--- src/power_button_sequencer_defines.svh ---
// Assertion macros shared by the power button sequencer RTL.
// No dependencies; include by bare file name in files that assert.
`ifndef POWER_BUTTON_SEQUENCER_DEFINES_SVH
`define POWER_BUTTON_SEQUENCER_DEFINES_SVH

`ifndef SYNTHESIS
// Clocked implication check; disabled while reset is asserted.
`define PBS_ASSERT_CLK(lbl, prop, msg) \
  lbl: assert property (@(posedge clk_i) disable iff (!rst_ni) (prop)) else $error(msg);
// A condition that must never be true at a clock edge.
`define PBS_ASSERT_NEVER(lbl, expr, msg) \
  lbl: assert property (@(posedge clk_i) disable iff (!rst_ni) !(expr)) else $error(msg);
`else
`define PBS_ASSERT_CLK(lbl, prop, msg)
`define PBS_ASSERT_NEVER(lbl, expr, msg)
`endif

`endif

--- src/pbs_pkg.sv ---
// Package for the power button sequencer: item and result types, target,
// operation and register index codes. No dependencies.
`timescale 1ns / 1ps

package pbs_pkg;

  localparam int unsigned CFG_BITS  = 16;
  localparam int unsigned ELAP_BITS = 16;

  // Configuration register indexes.
  typedef enum logic [1:0] {
    REG_PULSE    = 2'd0,
    REG_WINDOW   = 2'd1,
    REG_SHUTDOWN = 2'd2,
    REG_FORCE    = 2'd3
  } reg_idx_e;

  // Command targets; other codes are unknown targets.
  localparam logic [2:0] TGT_HUMANOID = 3'd1;
  localparam logic [2:0] TGT_AI       = 3'd2;
  localparam logic [2:0] TGT_CONV_ONE = 3'd3;
  localparam logic [2:0] TGT_CONV_TWO = 3'd4;
  localparam logic [2:0] TGT_NAV      = 3'd5;

  // Command operations; the remaining code behaves as off for level targets.
  localparam logic [1:0] OP_OFF   = 2'd0;
  localparam logic [1:0] OP_ON    = 2'd1;
  localparam logic [1:0] OP_PULSE = 2'd2;

  // Action codes.
  localparam logic ACT_POLL    = 1'b0;
  localparam logic ACT_COMMAND = 1'b1;

  // Pulse channel indexes.
  localparam int unsigned CH_NAV      = 0;
  localparam int unsigned CH_HUMANOID = 1;
  localparam int unsigned CH_AI       = 2;

  typedef struct packed {
    logic                 action;
    logic [ELAP_BITS-1:0] elapsed_ms;
    logic                 power_button;
    logic                 nav_alive;
    logic [2:0]           command_target;
    logic [1:0]           command_op;
  } item_t;

  typedef struct packed {
    logic nav_switch;
    logic humanoid_on;
    logic ai_on;
    logic power_hold;
    logic button_lamp;
    logic conv_one_enable;
    logic conv_two_enable;
    logic shutdown_request;
    logic command_ok;
  } result_t;

endpackage

--- src/pbs_core.sv ---
// Sequencer state, configuration registers and the single-pass update logic.
// Depends on pbs_pkg.
`timescale 1ns / 1ps

module pbs_core #(
  parameter int unsigned TIME_BITS = 16
) (
  input  logic                         clk_i,
  input  logic                         rst_ni,
  input  logic                         cfg_we_i,
  input  logic [1:0]                   cfg_idx_i,
  input  logic [pbs_pkg::CFG_BITS-1:0] cfg_data_i,
  input  logic                         go_i,
  input  pbs_pkg::item_t               item_i,
  output pbs_pkg::result_t             res_o
);

  localparam int unsigned CW = (TIME_BITS > pbs_pkg::CFG_BITS) ? TIME_BITS : pbs_pkg::CFG_BITS;
  localparam logic [TIME_BITS-1:0] TMAX = '1;

  logic [pbs_pkg::CFG_BITS-1:0] pulse_ms_q, window_q, shut_hold_q, force_hold_q;

  logic                 held_q, held_d;
  logic                 notified_q, notified_d;
  logic                 forced_q, forced_d;
  logic [TIME_BITS-1:0] hold_time_q, hold_time_d;
  logic [TIME_BITS-1:0] pulse_left_q [3];
  logic [TIME_BITS-1:0] pulse_left_d [3];
  logic [2:0]           drive_q, drive_d;
  logic                 power_hold_q, power_hold_d;
  logic                 lamp_q, lamp_d;
  logic [1:0]           conv_q, conv_d;

  logic [CW-1:0]        plen_w;
  logic [TIME_BITS-1:0] plen;
  logic [CW:0]          hold_sum;

  // Pulse length after clamping to the range of the counters.
  always_comb begin
    plen_w = CW'(pulse_ms_q);
    if (plen_w == '0) begin
      plen_w = CW'(1);
    end
    if (plen_w > CW'(TMAX)) begin
      plen_w = CW'(TMAX);
    end
    plen = plen_w[TIME_BITS-1:0];
  end

  assign hold_sum = (CW + 1)'(hold_time_q) + (CW + 1)'(item_i.elapsed_ms);

  always_comb begin
    logic shut;
    logic ok;
    held_d       = held_q;
    notified_d   = notified_q;
    forced_d     = forced_q;
    hold_time_d  = hold_time_q;
    pulse_left_d = pulse_left_q;
    drive_d      = drive_q;
    power_hold_d = power_hold_q;
    lamp_d       = lamp_q;
    conv_d       = conv_q;
    shut         = 1'b0;
    ok           = 1'b1;

    if (item_i.action == pbs_pkg::ACT_POLL) begin
      for (int i = 0; i < 3; i++) begin
        if (pulse_left_q[i] != '0) begin
          if (CW'(item_i.elapsed_ms) >= CW'(pulse_left_q[i])) begin
            pulse_left_d[i] = '0;
            drive_d[i]      = 1'b0;
          end else begin
            pulse_left_d[i] = pulse_left_q[i] - TIME_BITS'(item_i.elapsed_ms);
          end
        end
      end

      if (item_i.power_button) begin
        if (!held_q) begin
          // A new press restarts the hold timer without adding this interval.
          held_d      = 1'b1;
          hold_time_d = '0;
          notified_d  = 1'b0;
          forced_d    = 1'b0;
        end else if (hold_sum > (CW + 1)'(TMAX)) begin
          hold_time_d = TMAX;
        end else begin
          hold_time_d = hold_sum[TIME_BITS-1:0];
        end

        if (!item_i.nav_alive && CW'(hold_time_d) < CW'(window_q) &&
            pulse_left_d[pbs_pkg::CH_NAV] == '0 && !notified_d) begin
          drive_d[pbs_pkg::CH_NAV]      = 1'b1;
          pulse_left_d[pbs_pkg::CH_NAV] = plen;
          notified_d                    = 1'b1;
        end
        if (item_i.nav_alive && CW'(hold_time_d) >= CW'(shut_hold_q) && !notified_d) begin
          notified_d = 1'b1;
          lamp_d     = 1'b0;
          shut       = 1'b1;
        end
        if (CW'(hold_time_d) >= CW'(force_hold_q) && !forced_d) begin
          forced_d                 = 1'b1;
          drive_d[pbs_pkg::CH_NAV] = 1'b1;
          power_hold_d             = 1'b0;
        end
      end else if (held_q) begin
        held_d = 1'b0;
        if (forced_q) begin
          drive_d[pbs_pkg::CH_NAV] = 1'b0;
        end
      end

      if (item_i.nav_alive) begin
        power_hold_d = 1'b1;
        lamp_d       = 1'b1;
      end else if (!held_d) begin
        power_hold_d = 1'b0;
        lamp_d       = 1'b0;
      end
    end else begin
      unique case (item_i.command_target)
        pbs_pkg::TGT_HUMANOID: begin
          if (item_i.command_op == pbs_pkg::OP_PULSE) begin
            drive_d[pbs_pkg::CH_HUMANOID]      = 1'b1;
            pulse_left_d[pbs_pkg::CH_HUMANOID] = plen;
          end else begin
            drive_d[pbs_pkg::CH_HUMANOID] = (item_i.command_op == pbs_pkg::OP_ON);
          end
        end
        pbs_pkg::TGT_AI: begin
          if (item_i.command_op == pbs_pkg::OP_PULSE) begin
            drive_d[pbs_pkg::CH_AI]      = 1'b1;
            pulse_left_d[pbs_pkg::CH_AI] = plen;
          end else begin
            drive_d[pbs_pkg::CH_AI] = (item_i.command_op == pbs_pkg::OP_ON);
          end
        end
        pbs_pkg::TGT_CONV_ONE: conv_d[0] = (item_i.command_op == pbs_pkg::OP_ON);
        pbs_pkg::TGT_CONV_TWO: conv_d[1] = (item_i.command_op == pbs_pkg::OP_ON);
        pbs_pkg::TGT_NAV: begin
          if (item_i.command_op == pbs_pkg::OP_PULSE) begin
            drive_d[pbs_pkg::CH_NAV]      = 1'b1;
            pulse_left_d[pbs_pkg::CH_NAV] = plen;
          end else if (item_i.command_op == pbs_pkg::OP_OFF) begin
            power_hold_d = 1'b0;
          end
        end
        default: ok = 1'b0;
      endcase
    end

    res_o.nav_switch       = drive_d[pbs_pkg::CH_NAV];
    res_o.humanoid_on      = drive_d[pbs_pkg::CH_HUMANOID];
    res_o.ai_on            = drive_d[pbs_pkg::CH_AI];
    res_o.power_hold       = power_hold_d;
    res_o.button_lamp      = lamp_d;
    res_o.conv_one_enable  = conv_d[0];
    res_o.conv_two_enable  = conv_d[1];
    res_o.shutdown_request = shut;
    res_o.command_ok       = ok;
  end

  always_ff @(posedge clk_i or negedge rst_ni) begin
    if (!rst_ni) begin
      pulse_ms_q   <= pbs_pkg::CFG_BITS'(500);
      window_q     <= pbs_pkg::CFG_BITS'(1000);
      shut_hold_q  <= pbs_pkg::CFG_BITS'(2000);
      force_hold_q <= pbs_pkg::CFG_BITS'(7000);
    end else if (cfg_we_i) begin
      unique case (cfg_idx_i)
        pbs_pkg::REG_PULSE:    pulse_ms_q   <= cfg_data_i;
        pbs_pkg::REG_WINDOW:   window_q     <= cfg_data_i;
        pbs_pkg::REG_SHUTDOWN: shut_hold_q  <= cfg_data_i;
        pbs_pkg::REG_FORCE:    force_hold_q <= cfg_data_i;
        default:               ;
      endcase
    end
  end

  always_ff @(posedge clk_i or negedge rst_ni) begin
    if (!rst_ni) begin
      held_q       <= 1'b0;
      notified_q   <= 1'b0;
      forced_q     <= 1'b0;
      hold_time_q  <= '0;
      pulse_left_q <= '{default: '0};
      drive_q      <= '0;
      power_hold_q <= 1'b0;
      lamp_q       <= 1'b0;
      conv_q       <= 2'b11;
    end else if (go_i) begin
      held_q       <= held_d;
      notified_q   <= notified_d;
      forced_q     <= forced_d;
      hold_time_q  <= hold_time_d;
      pulse_left_q <= pulse_left_d;
      drive_q      <= drive_d;
      power_hold_q <= power_hold_d;
      lamp_q       <= lamp_d;
      conv_q       <= conv_d;
    end
  end

endmodule

--- src/power_button_sequencer.sv ---
// Path: an accepted transaction is held in the input register, and its
// result is loaded into the result register, which drives the output.
// Throughput: one transaction per cycle while out_stall_i is low; the input
// and result registers let a new transaction enter while a result waits downstream.
// Reset (rst_ni, asynchronous, active low) restores the configuration
// defaults, empties both registers, and sets the converter enables high.
`timescale 1ns / 1ps
`include "power_button_sequencer_defines.svh"

// Top level of the power button sequencer: input register, result register
// and handshake control around pbs_core. Depends on pbs_pkg and pbs_core.
module power_button_sequencer #(
  parameter int unsigned TIME_BITS = 16
) (
  input  logic                          clk_i,
  input  logic                          rst_ni,
  // Configuration write port.
  input  logic                          cfg_we_i,
  input  logic [1:0]                    cfg_idx_i,
  input  logic [pbs_pkg::CFG_BITS-1:0]  cfg_data_i,
  // Input channel.
  input  logic                          in_valid_i,
  output logic                          in_stall_o,
  input  logic                          action_i,
  input  logic [pbs_pkg::ELAP_BITS-1:0] elapsed_ms_i,
  input  logic                          power_button_i,
  input  logic                          nav_alive_i,
  input  logic [2:0]                    command_target_i,
  input  logic [1:0]                    command_op_i,
  // Output channel.
  output logic                          out_valid_o,
  input  logic                          out_stall_i,
  output logic                          nav_switch_o,
  output logic                          humanoid_on_o,
  output logic                          ai_on_o,
  output logic                          power_hold_o,
  output logic                          button_lamp_o,
  output logic                          conv_one_enable_o,
  output logic                          conv_two_enable_o,
  output logic                          shutdown_request_o,
  output logic                          command_ok_o
);

  // The input register holds one accepted transaction until the core can
  // process it. It processes (and commits the sequencer state) only when the
  // result register is empty or is being drained in the same cycle.
  logic             in_valid_q;
  pbs_pkg::item_t   item_q;
  logic             out_valid_q;
  pbs_pkg::result_t res_q;
  pbs_pkg::result_t res_d;
  logic             advance;
  logic             in_take;

  assign advance    = in_valid_q && (!out_valid_q || !out_stall_i);
  // The input register may refill in the same cycle that it empties.
  assign in_stall_o = in_valid_q && !advance;
  assign in_take    = in_valid_i && !in_stall_o;

  always_ff @(posedge clk_i or negedge rst_ni) begin
    if (!rst_ni) begin
      in_valid_q <= 1'b0;
    end else if (in_take) begin
      in_valid_q <= 1'b1;
    end else if (advance) begin
      in_valid_q <= 1'b0;
    end
  end

  // The payload needs no reset; it is only used while in_valid_q is set.
  always_ff @(posedge clk_i) begin
    if (in_take) begin
      item_q.action         <= action_i;
      item_q.elapsed_ms     <= elapsed_ms_i;
      item_q.power_button   <= power_button_i;
      item_q.nav_alive      <= nav_alive_i;
      item_q.command_target <= command_target_i;
      item_q.command_op     <= command_op_i;
    end
  end

  // All hold rules, pulse counters and command decode live in the core. Its
  // result reflects the state after the transaction in the input register.
  pbs_core #(
    .TIME_BITS(TIME_BITS)
  ) u_core (
    .clk_i     (clk_i),
    .rst_ni    (rst_ni),
    .cfg_we_i  (cfg_we_i),
    .cfg_idx_i (cfg_idx_i),
    .cfg_data_i(cfg_data_i),
    .go_i      (advance),
    .item_i    (item_q),
    .res_o     (res_d)
  );

  // Result register: loads on every processed transaction and empties once
  // the downstream side takes it without a new result arriving.
  always_ff @(posedge clk_i or negedge rst_ni) begin
    if (!rst_ni) begin
      out_valid_q <= 1'b0;
    end else if (advance) begin
      out_valid_q <= 1'b1;
    end else if (!out_stall_i) begin
      out_valid_q <= 1'b0;
    end
  end

  always_ff @(posedge clk_i) begin
    if (advance) begin
      res_q <= res_d;
    end
  end

  assign out_valid_o        = out_valid_q;
  assign nav_switch_o       = res_q.nav_switch;
  assign humanoid_on_o      = res_q.humanoid_on;
  assign ai_on_o            = res_q.ai_on;
  assign power_hold_o       = res_q.power_hold;
  assign button_lamp_o      = res_q.button_lamp;
  assign conv_one_enable_o  = res_q.conv_one_enable;
  assign conv_two_enable_o  = res_q.conv_two_enable;
  assign shutdown_request_o = res_q.shutdown_request;
  assign command_ok_o       = res_q.command_ok;

  // A shutdown request only comes from a poll, and polls always report ok.
  `PBS_ASSERT_NEVER(a_shut_implies_ok, out_valid_q && res_q.shutdown_request && !res_q.command_ok, "shutdown request on a result without command_ok")
  // The input side stalls only while a transaction waits in the input register.
  `PBS_ASSERT_NEVER(a_stall_only_when_full, in_stall_o && !in_valid_q, "input stalled with an empty input register")
  // A waiting transaction with a free result register reaches the output next cycle.
  `PBS_ASSERT_CLK(a_empty_pipe_moves, in_valid_q && !out_valid_q |=> out_valid_q, "transaction did not advance into a free result register")
  // A result is dropped only after the downstream side took it.
  `PBS_ASSERT_CLK(a_result_not_lost, $fell(out_valid_q) |-> $past(!out_stall_i), "result register emptied while stalled")

endmodule

--- config.mk ---
export PLATFORM = sky130hd
export DESIGN_NAME = power_button_sequencer
export DESIGN_NICKNAME = d
export VERILOG_FILES = /design/src/pbs_pkg.sv /design/src/pbs_core.sv /design/src/power_button_sequencer.sv
export VERILOG_INCLUDE_DIRS = /design/src /design/src/src
export SDC_FILE = /design/constraint.sdc
export NUM_CORES = 1
export LEC_CHECK = 0
export ABC_AREA = 1
export BUFFER_PORTS_ARGS = -buffer_cell sky130_fd_sc_hd__buf_4
export CAP_MARGIN = 20
export CORE_ASPECT_RATIO = 1.5
export CORE_UTILIZATION = 60
export DETAILED_ROUTE_END_ITERATION = 8
export GPL_TIMING_DRIVEN = 0
export PLACE_DENSITY = 0.8
export SETUP_SLACK_MARGIN = 0.15
export SLEW_MARGIN = 20
export SYNTH_ARGS = -nofsm -noshare
export SYNTH_HDL_FRONTEND = slang
export SYNTH_SLANG_ARGS = --single-unit
export TNS_END_PERCENT = 10
--- constraint.sdc ---
create_clock -name clk_i -period 6.94 [get_ports clk_i]
set_input_delay 1.388 -clock clk_i [delete_from_list [all_inputs] [get_ports clk_i]]
set_output_delay 1.388 -clock clk_i [all_outputs]
set_load 0.01 [all_outputs]
==> flow_summary.ini, run 1 <==
[clock_network]
clockRootBuffer = clkbuf_16
cts_tree = built
cts_setup_buffers = 0
cts_buffers = 17
h-tree-depth = 4
clock_latency_ns = 0.45
clock_sinks = 173
cts.clk_slew.worst_paths_ns = 0.07
cts_buffer_depth = 2
ctsHoldBuffers = 0
cts_resized = 0

[cells_and_area]
finalNetCount = 1774
diodes = 0
area_growth_pct = 11.6
drive_above_1_share = 0.0999

[placement]
gp_congestion = 0.929
port_buffers = 57
dp_hpwl_um = 25900

[floorplan]
dieArea_um2 = 20100
die_x_um = 116
core-area_um2 = 19200
start_util = 0.611
io_pins = 58
row_count = 62
die-height_um = 173

[timing]
fmax_mhz = 193
final-setup-viol-count = 0
rsz0062_at_grt = no
hold_viol = 0
slew_headroom = 0.262
finalCritPeriodShare = 0.746
slew_viol_final = 0
max_slew.worst_pin.slew_ns = 1.11
min_period_ns = 5.18
setup_tns_ns = 0
hold_ws_ns = 0.475
skew_ns = 0.0102

[worst_setup_path]
worst_ep_required_time_ns = 7.26
critical_path_class = reg -> reg
arrival_ns = 5.50
endpoint_kind = flip-flop
reg2reg_slack_ns = 1.76
rr_startpoint = item_q[7]
crit_fanout = 10
regToRegEndpoint = nav_switch_o
worstSetupStartpointType = flip-flop
r2r_cells = 22

[route]
routed_wl_um = 32400
vias = 10600
wl_per_cell_um = 17.3
first_iter_violations = 576
vias_per_cell = 5.64
ant_nets = 0
drc = 0
firstDrtPassIters = 5

[synth]
synth_nets = 1697
netlist_top_cells_count = 413 x nand2_1, 215 x inv_1, 127 x o21ai_0
yosys_warnings = 0
yosysTopAreaCellShare = 0.242
synth_cell_types = 53
syn_area_per_cell_um2 = 7.64
ys_ff_latch = 173
netlist_area_um2 = 11700
synthTopCellsByArea = dfrtp_1 24%, nand2_1 13%, ha_1 12%
ys.flop_type = dfrtp_1
synth_edf_count = 33
async_flop_share = 0.809
yosysMostFrequentCell = nand2_1
synthCells = 1532
yosysTopAreaCell = dfrtp_1
ys_seq_area_frac = 0.387

[min_path]
hold_start = in_valid_q
hold_end = out_valid_o
holdCritPathClass = reg -> reg
hold_depth = 2

[pwr]
power.total_mw = 5.09
peakVddDrop_mv = 0.279
p_leak_nw = 6.69
powerDensity_nw_per_um2 = 390

[outcome]
status = complete, no violations

[global_route]
grt_overflow = 0
antenna_found_initial = 0
top_usage_layer = met2
grt_max_degree = 91
grt_use_met1 = 0.335
use_met3 = 0.0557
grt_pass1_wl_um = 51400
use_met2 = 0.628
grt_pass1_vias = 10800
grt_usage = 0.342

[job]
maxCapViolCount = 0
[logic make-up (layout without fill, tap and decap cells)]
kind of cell | after synthesis | after routing | synth area share
AOI/OAI and AO/OA | 290 | 290 | 0.134
xor gates and xnor gates | 28 | 28 | 0.0210
adders and majority gates | 118 | 118 | 0.129
buffers and inverters | 254 | 344 | 0.0837
DFF | 173 | 173 | 0.387
muxes | 3 | 3 | 0.00267
and+or+nand+nor | 666 | 666 | 0.243
[where the power goes]
group          internal (mW)  leakage, nW  switching, mW  total (mW)
Sequential              1.32         2.00          0.204        1.53
Clock                  0.529        0.278          0.417       0.945
Combinational          0.965         4.42           1.65        2.62
[worst max-delay path: stages, from the launching register on]
cell and delay (ns):
edfxtp_1 0.48, ha_1 0.22, inv_1 0.06, fa_1 0.42
inv_1 0.07, nand3_1 0.06, nand2_1 0.13, nand2_1 0.06
nand2_1 0.13, nand2_1 0.08, nand2_1 0.23, inv_1 0.09
clkbuf_1 0.25, a21oi_1 0.49, ha_1 0.23, nand2_1 0.05
nor2_1 0.22, nand4_1 0.16, o311ai_0 0.94, nand2_1 0.15
o21ai_0 0.30, o22ai_1 0.13, inv_1 0.09
[worst max path at each step]
stage	from	endpoint	slack, ns	depth (start not counted)
after global placement	item_q[7]	nav_switch_o	2.00	22
after floorplan	item_q[7]	u_core.pulse_left_q[38]	3.12	29
after global routing	item_q[7]	u_core.pulse_left_q[39]	1.43	29
after detailed placement	item_q[7]	nav_switch_o	1.93	28
final	item_q[7]	nav_switch_o	1.76	22
after CTS	item_q[7]	nav_switch_o	1.88	28
[layout make-up]
type / count / area (um2)
Timing Repair Buffer: 58 / 463
Clock inverter: 14 / 141
Clock buffer: 18 / 429
Multi-Input combinational cell: 1105 / 6190
Fill cell: 1657 / 6110
Buffer: 33 / 148
Sequential cell: 173 / 4530
Inverter: 221 / 832
Tap cell: 256 / 320
[registers in the layout (all words and copies together) (netlist names), 2 cells and up]
signal / flops
u_core.conv_q: 2
u_core.force_hold_q: 16
item_q: 24
u_core.pulse_left_q: 48
u_core.window_q: 16
u_core.shut_hold_q: 16
u_core.pulse_ms_q: 16
u_core.drive_q: 3
u_core.hold_time_q: 16
[per-layer routing]
layer  up-vias  share of wire
met3       128          0.038
li1       5208              -
met1      4930           0.35
met2       319           0.53
met4         0          0.075
met5         -              0
[through the flow]
stage | worst slack (ns) | instances | util | cell area, um2
2_1_floorplan | 3.12 | 1532 | - | 11700
3_3_place_gp | 2.00 | 1845 | 0.650 | 12400
3_5_place_dp | 1.93 | 1846 | 0.652 | 12500
4_1_cts | 1.88 | 1878 | 0.681 | 13100
5_1_grt | 1.43 | 1878 | 0.681 | 13100
6_report | 1.76 | 1878 | 0.681 | 13100
[placed cells by master, fill, tap and decap left out, types with 3 or more instances in the layout]
cell and count:
or2_2 12, fa_1 4, buf_2 6, a21o_1 4, a31oi_1 27, a211oi_1 5, xor2_1 14, buf_1 4
clkinv_4 3, nor2_2 5, dfrtp_1 113, nand2_1 413, o21a_1 3, inv_2 3, nor3_1 9, xnor2_1 14
nor2_1 93, clkbuf_1 23, dfstp_2 27, ha_1 114, nor4_1 6, o21ai_0 127, or4_1 5, clkbuf_16 17
inv_1 215, inv_6 3, o22ai_1 3, edfxtp_1 33, o21ai_1 5, nand3_1 83, nand4_1 16, buf_4 56
nand2_2 12, clkinv_1 5, nand3b_1 6, a21oi_1 102
Note: power is estimated with default switching activity, not from simulation.
==> inputs of run 2 (changes only) <==
--- a/config.mk
+++ b/config.mk
@@ -6,7 +6,7 @@
 export SDC_FILE = /design/constraint.sdc
 export NUM_CORES = 1
 export LEC_CHECK = 0
-export ABC_AREA = 1
+export ABC_AREA = 0
 export BUFFER_PORTS_ARGS = -buffer_cell sky130_fd_sc_hd__buf_4
 export CAP_MARGIN = 20
 export CORE_ASPECT_RATIO = 1.5
==> constraint.sdc (replaced) <==
create_clock -name clk_i -period 5.3 [get_ports clk_i]
set_input_delay 1.06 -clock clk_i [delete_from_list [all_inputs] [get_ports clk_i]]
set_output_delay 1.06 -clock clk_i [all_outputs]
set_load 0.01 [all_outputs]
==> run 2 against run 1 <==
  * Final cell count is 18% lower
  * First-iteration DRC count is 2.3% lower
  * Non-clock buffer count is 14 higher
  * Largest power group unchanged
  * Highest routed layer unchanged
==> flow_summary.ini, run 2 <==
[outcome]
status = complete, no violations

[cells_and_area]
top_register = u_core.pulse_left_q
finalNetCount = 1443
diodes = 0
final_cell_mix = 113 x ha_1, 113 x dfrtp_1, 107 x nand2_1
stdcell_area_um2 = 13300
fin_util = 0.709
area_growth_pct = 14.4
drive_above_1_share = 0.192
largest_reg_flops = 48
reg_top3 = u_core.pulse_left_q (48), item_q (24)

[placement]
dp_hpwl_um = 24800
port_buffers = 57
gp_congestion = 0.957
dpl_cell_area_um2 = 12400

[route]
vias = 9828
ant_nets = 0
drc = 0
first_iter_violations = 563
wl_per_cell_um = 21.4
vias_per_cell = 6.37
routed_wl_um = 33100
firstDrtPassIters = 5

[timing]
skew_ns = 0.0147
fmax_mhz = 197
hold_viol = 0
min_period_ns = 5.07
max_slew.worst_pin.slew_ns = 1.02
final-setup-viol-count = 0
slew_headroom = 0.319
slew_viol_final = 0
finalCritPeriodShare = 0.957
rsz0062_at_grt = no

[floorplan]
dieArea_um2 = 19900
row_count = 61
die_x_um = 115
die-height_um = 172
start_util = 0.620
core-area_um2 = 18700
io_pins = 58

[global_route]
grt_max_degree = 82
grt_pass1_vias = 9925
antenna_found_initial = 0
grt_usage = 0.341
grt_overflow = 0
grt_pass1_wl_um = 50300

[clock_network]
cts_buffers = 17
h-tree-depth = 4
cts_buffer_depth = 2
cts_tree = built
cts.clk_slew.worst_paths_ns = 0.07
clock_latency_ns = 0.45
clockRootBuffer = clkbuf_16
ctsHoldBuffers = 0
clock_sinks = 173

[synth]
ys_ff_latch = 173
synthTopCellsByArea = dfrtp_1 24%, ha_1 12%, edfxtp_1 8.5%
ys_seq_area_frac = 0.391
netlist_top_cells_count = 114 x ha_1, 113 x dfrtp_1, 109 x nand2_1
yosysTopAreaCell = dfrtp_1
synth_cell_types = 69
synth_nets = 1352
ys.flop_type = dfrtp_1
netlist_area_um2 = 11600
synthCells = 1187
yosysTopAreaCellShare = 0.244
syn_area_per_cell_um2 = 9.77
synth_edf_count = 33
yosysMostFrequentCell = ha_1
async_flop_share = 0.809
yosys_warnings = 0

[worst_setup_path]
arrival_ns = 5.44
critical_path_class = reg -> reg
endpoint_kind = flip-flop
crit_fanout = 10
worstSetupStartpointType = flip-flop
worst_ep_required_time_ns = 5.66

[pwr]
p_leak_nw = 6.09
peakVddDrop_mv = 0.384
powerDensity_nw_per_um2 = 515

[job]
maxCapViolCount = 0

[min_path]
holdCritPathClass = reg -> reg
-- run 2: final cells by class --
type                       instances  area [um2]
multi-input combinational        883        6720
fill                            1375        5440
sequential                       173        4530
timing repair buffer              72         568
clock buffer                      18         429
inverter                          98         372
tap                              252         315
clock inverter                    14         181
buffer                            33         149
-- run 2: stage by stage --
step	setup TNS, ns	setup WS, ns	instances	power [mW]	hold WS, ns
2_1_floorplan	0	1.01	1187	4.36	0.437
3_3_place_gp	-9.93	-0.660	1496	5.14	0.448
3_5_place_dp	-10.89	-0.728	1498	5.25	0.457
4_1_cts	0	0.166	1533	6.64	0.464
5_1_grt	0	0.0942	1543	7.24	0.483
6_report	0	0.226	1543	6.83	0.469
-- run 2: per-layer routing --
metal  vias up  wire, um  share of wire  global-route usage
met3       134      1580          0.048              0.0529
met5         -         0              0                   0
met4         0      1990          0.060               0.221
li1       4506         -              -                   -
met1      4826     11900           0.36               0.359
met2       362     17600           0.53               0.625
-- run 2: where the power goes --
group | leakage [nW] | switching (mW) | internal, mW
logic | 3.78 | 2.00 | 1.45
registers | 2.01 | 0.322 | 1.74
clock network | 0.290 | 0.568 | 0.751
-- run 2: cell families after synthesis --
group | Yosys count | synth area share
simple gates | 312 | 0.133
fa+ha+maj | 118 | 0.130
mux | 112 | 0.106
xor+xnor | 44 | 0.0332
flops | 173 | 0.391
compound gates | 297 | 0.163
buf+inv | 131 | 0.0446
-- run 2: repair_timing --
action,CTS,global route
resized for setup,16,15
endpoints found under the setup margin,20,18
pin swaps,1,13
setup buffers,3,10
-- run 2: critical path, stage by stage, from the launching register on --
cell	delay (ns)
edfxtp_1	0.46
ha_1	0.34
a21o_1	0.18
nand2_1	0.07
a21oi_1	0.11
o211ai_1	0.36
a31oi_2	0.21
a311oi_2	0.31
xor2_1	0.22
a31oi_2	0.20
ha_1	0.38
nand4_1	0.23
nor3_4	0.25
o2111ai_1	0.19
o21ai_2	0.32
nor4_1	0.12
a211oi_2	0.36
and2_1	0.20
buf_6	0.14
buf_12	0.14
mux2i_1	0.20
-- run 2: path summary, 6_finish.rpt --
| path | start | slack, ns | depth (start not counted) | to |
|---|---|---|---|---|
| setup / recovery | item_q[8] | 0.23 | 20 | u_core.pulse_left_q[44] |
| hold / removal | u_core.conv_q[0] | 0.47 | 2 | u_core.conv_q[0] |
| setup reg to reg | item_q[8] | 0.23 | 20 | u_core.pulse_left_q[44] |
| hold reg to reg | u_core.conv_q[0] | 0.47 | 2 | u_core.conv_q[0] |
| max in group asynchronous | rst_ni | 3.90 | 2 | u_core.conv_q[1] |
| min in group asynchronous | rst_ni | 0.62 | 1 | u_core.shut_hold_q[2] |
==> inputs of run 3 (changes only) <==
--- a/config.mk
+++ b/config.mk
@@ -6,7 +6,7 @@
 export SDC_FILE = /design/constraint.sdc
 export NUM_CORES = 1
 export LEC_CHECK = 0
-export ABC_AREA = 0
+export ABC_AREA = 1
 export BUFFER_PORTS_ARGS = -buffer_cell sky130_fd_sc_hd__buf_4
 export CAP_MARGIN = 20
 export CORE_ASPECT_RATIO = 1.5
==> run 3 against run 2 <==
  * Die area increased by 0.94%
  * Core utilization fell by 2.6 points
  * Routed wire length down 1.8%
  * Worst setup slack improved by 0.25 ns
  * Count of clock-buffer cells in the layout unchanged
  * Non-clock buffer count is 12 lower
  * Fmax is 5.3% higher
  * Combinational power is essentially flat
  * Sequential power down 3%
  * First-iteration DRC count increased by 18%
==> flow_summary.ini, run 3 (synthesis gave the netlist of run 1 again) <==
[floorplan]
io_pins = 58
start_util = 0.611
core-area_um2 = 19200
die_x_um = 116
row_count = 62
die-height_um = 173
dieArea_um2 = 20100

[global_route]
grt_overflow = 0
grt_usage = 0.342
grt_pass1_wl_um = 51400
antenna_found_initial = 0
grt_pass1_vias = 10800
grt_max_degree = 91

[timing]
hold_viol = 0
setup_tns_ns = 0
min_period_ns = 4.82
final-setup-viol-count = 0
max_slew.worst_pin.slew_ns = 1.09
fmax_mhz = 207
slew_headroom = 0.270
skew_ns = 0.00934
rsz0062_at_grt = no
finalCritPeriodShare = 0.910
slew_viol_final = 0

[pwr]
power.total_mw = 6.70
peakVddDrop_mv = 0.368
powerDensity_nw_per_um2 = 512
p_leak_nw = 6.71

[placement]
gp_congestion = 0.929
place_inst = 1846
dpl_cell_area_um2 = 12500
dp_hpwl_um = 25900
port_buffers = 57

[cells_and_area]
largest_reg_flops = 48
finalNetCount = 1776
reg_top3 = u_core.pulse_left_q (48), item_q (24)
diodes = 0
area_growth_pct = 11.9
stdcell_area_um2 = 13100
final_common_cell = nand2_1
final_cell_mix = 413 x nand2_1, 215 x inv_1, 127 x o21ai_0
drive_above_1_share = 0.103
top_register = u_core.pulse_left_q
final_cells = 1880

[route]
routed_wl_um = 32500
ant_nets = 0
first_iter_violations = 663
vias = 10600
drc = 0
vias_per_cell = 5.64
firstDrtPassIters = 5
wl_per_cell_um = 17.3

[clock_network]
cts_buffers = 17
h-tree-depth = 4
cts_tree = built
clock_latency_ns = 0.45
cts.clk_slew.worst_paths_ns = 0.07
clock_sinks = 173
cts_buffer_depth = 2
ctsHoldBuffers = 0
clockRootBuffer = clkbuf_16

[min_path]
hold_depth = 2
hold_start = in_valid_q
holdCritPathClass = reg -> reg

[worst_setup_path]
worstSetupStartpointType = flip-flop
arrival_ns = 5.14
critical_path_class = reg -> reg
endpoint_kind = flip-flop
rr_startpoint = item_q[7]
crit_start = item_q[7]
r2r_cells = 22
worst_ep_required_time_ns = 5.62
crit_fanout = 10

[job]
maxCapViolCount = 0

[outcome]
status = complete, no violations
==> run 3: changes by cell type in the layout (fill, tap and decap cells not counted), sizes merged, moves of 17 or more <==
cell	delta
nand2	+317
a21oi	+47
inv	+122
a22oi	-26
mux2	-82
mux2i	-27
a21o	-19
nand3	+67
o21ai	+43
nor4	-17
o21a	-17
nor2	+43
==> run 3: power breakdown <==
group,internal (mW),switching (mW),total [mW]
sequential,1.73,0.267,2.00
combinational,1.28,2.19,3.46
clock,0.693,0.546,1.24
==> run 3: final cells by class <==
type	count	area, um2
clock inverters	14	141
repair buffers	60	478
inverters	221	832
fillers	1655	6060
clock buffers	18	429
well taps	256	320
plain buffers	33	149
flip-flops and latches	173	4530
multi-input cells	1105	6220
==> run 3: path summary, 6_finish.rpt <==
kind | endpoint | slack [ns]
max reg2reg | nav_switch_o | 0.48
min reg2reg | out_valid_o | 0.48
max | nav_switch_o | 0.48
max in group asynchronous | u_core.force_hold_q[3] | 3.96
min in group asynchronous | u_core.pulse_left_q[30] | 0.51
min | out_valid_o | 0.48
==> run 3: worst max-delay path, stage by stage, from the launching register on <==
cell,delay [ns]
edfxtp_1,0.41
ha_1,0.20
inv_1,0.06
fa_1,0.42
inv_1,0.07
nand3_1,0.06
nand2_1,0.13
nand2_1,0.06
nand2_1,0.13
nand2_1,0.08
nand2_1,0.23
inv_1,0.09
clkbuf_2,0.25
a21oi_1,0.48
ha_1,0.23
nand2_1,0.05
nor2_1,0.22
nand4_1,0.17
o311ai_1,0.69
nand2_1,0.14
o21ai_0,0.29
o22ai_1,0.13
inv_1,0.09
==> run 3: stage by stage <==
stage          hold WS [ns]  setup WS, ns  utilization
6_report              0.475         0.479        0.684
5_1_grt               0.504         0.155        0.684
4_1_cts               0.478         0.236        0.681
3_5_place_dp          0.462         0.294        0.652
3_3_place_gp          0.449         0.357        0.650
2_1_floorplan         0.444          1.48            -
==> run 3: routing by layer <==
layer / track usage / vias up / wire [um]
met5: 0 / - / 0
met4: 0.248 / 0 / 2400
met3: 0.0557 / 125 / 1210
met2: 0.628 / 326 / 17400
met1: 0.335 / 4957 / 11400
li1: - / 5204 / -
==> run 3: timing repair <==
item / CTS / global route
buffers inserted: 0 / 2
endpoints found under the setup margin: 0 / 20
resized for setup: 0 / 8
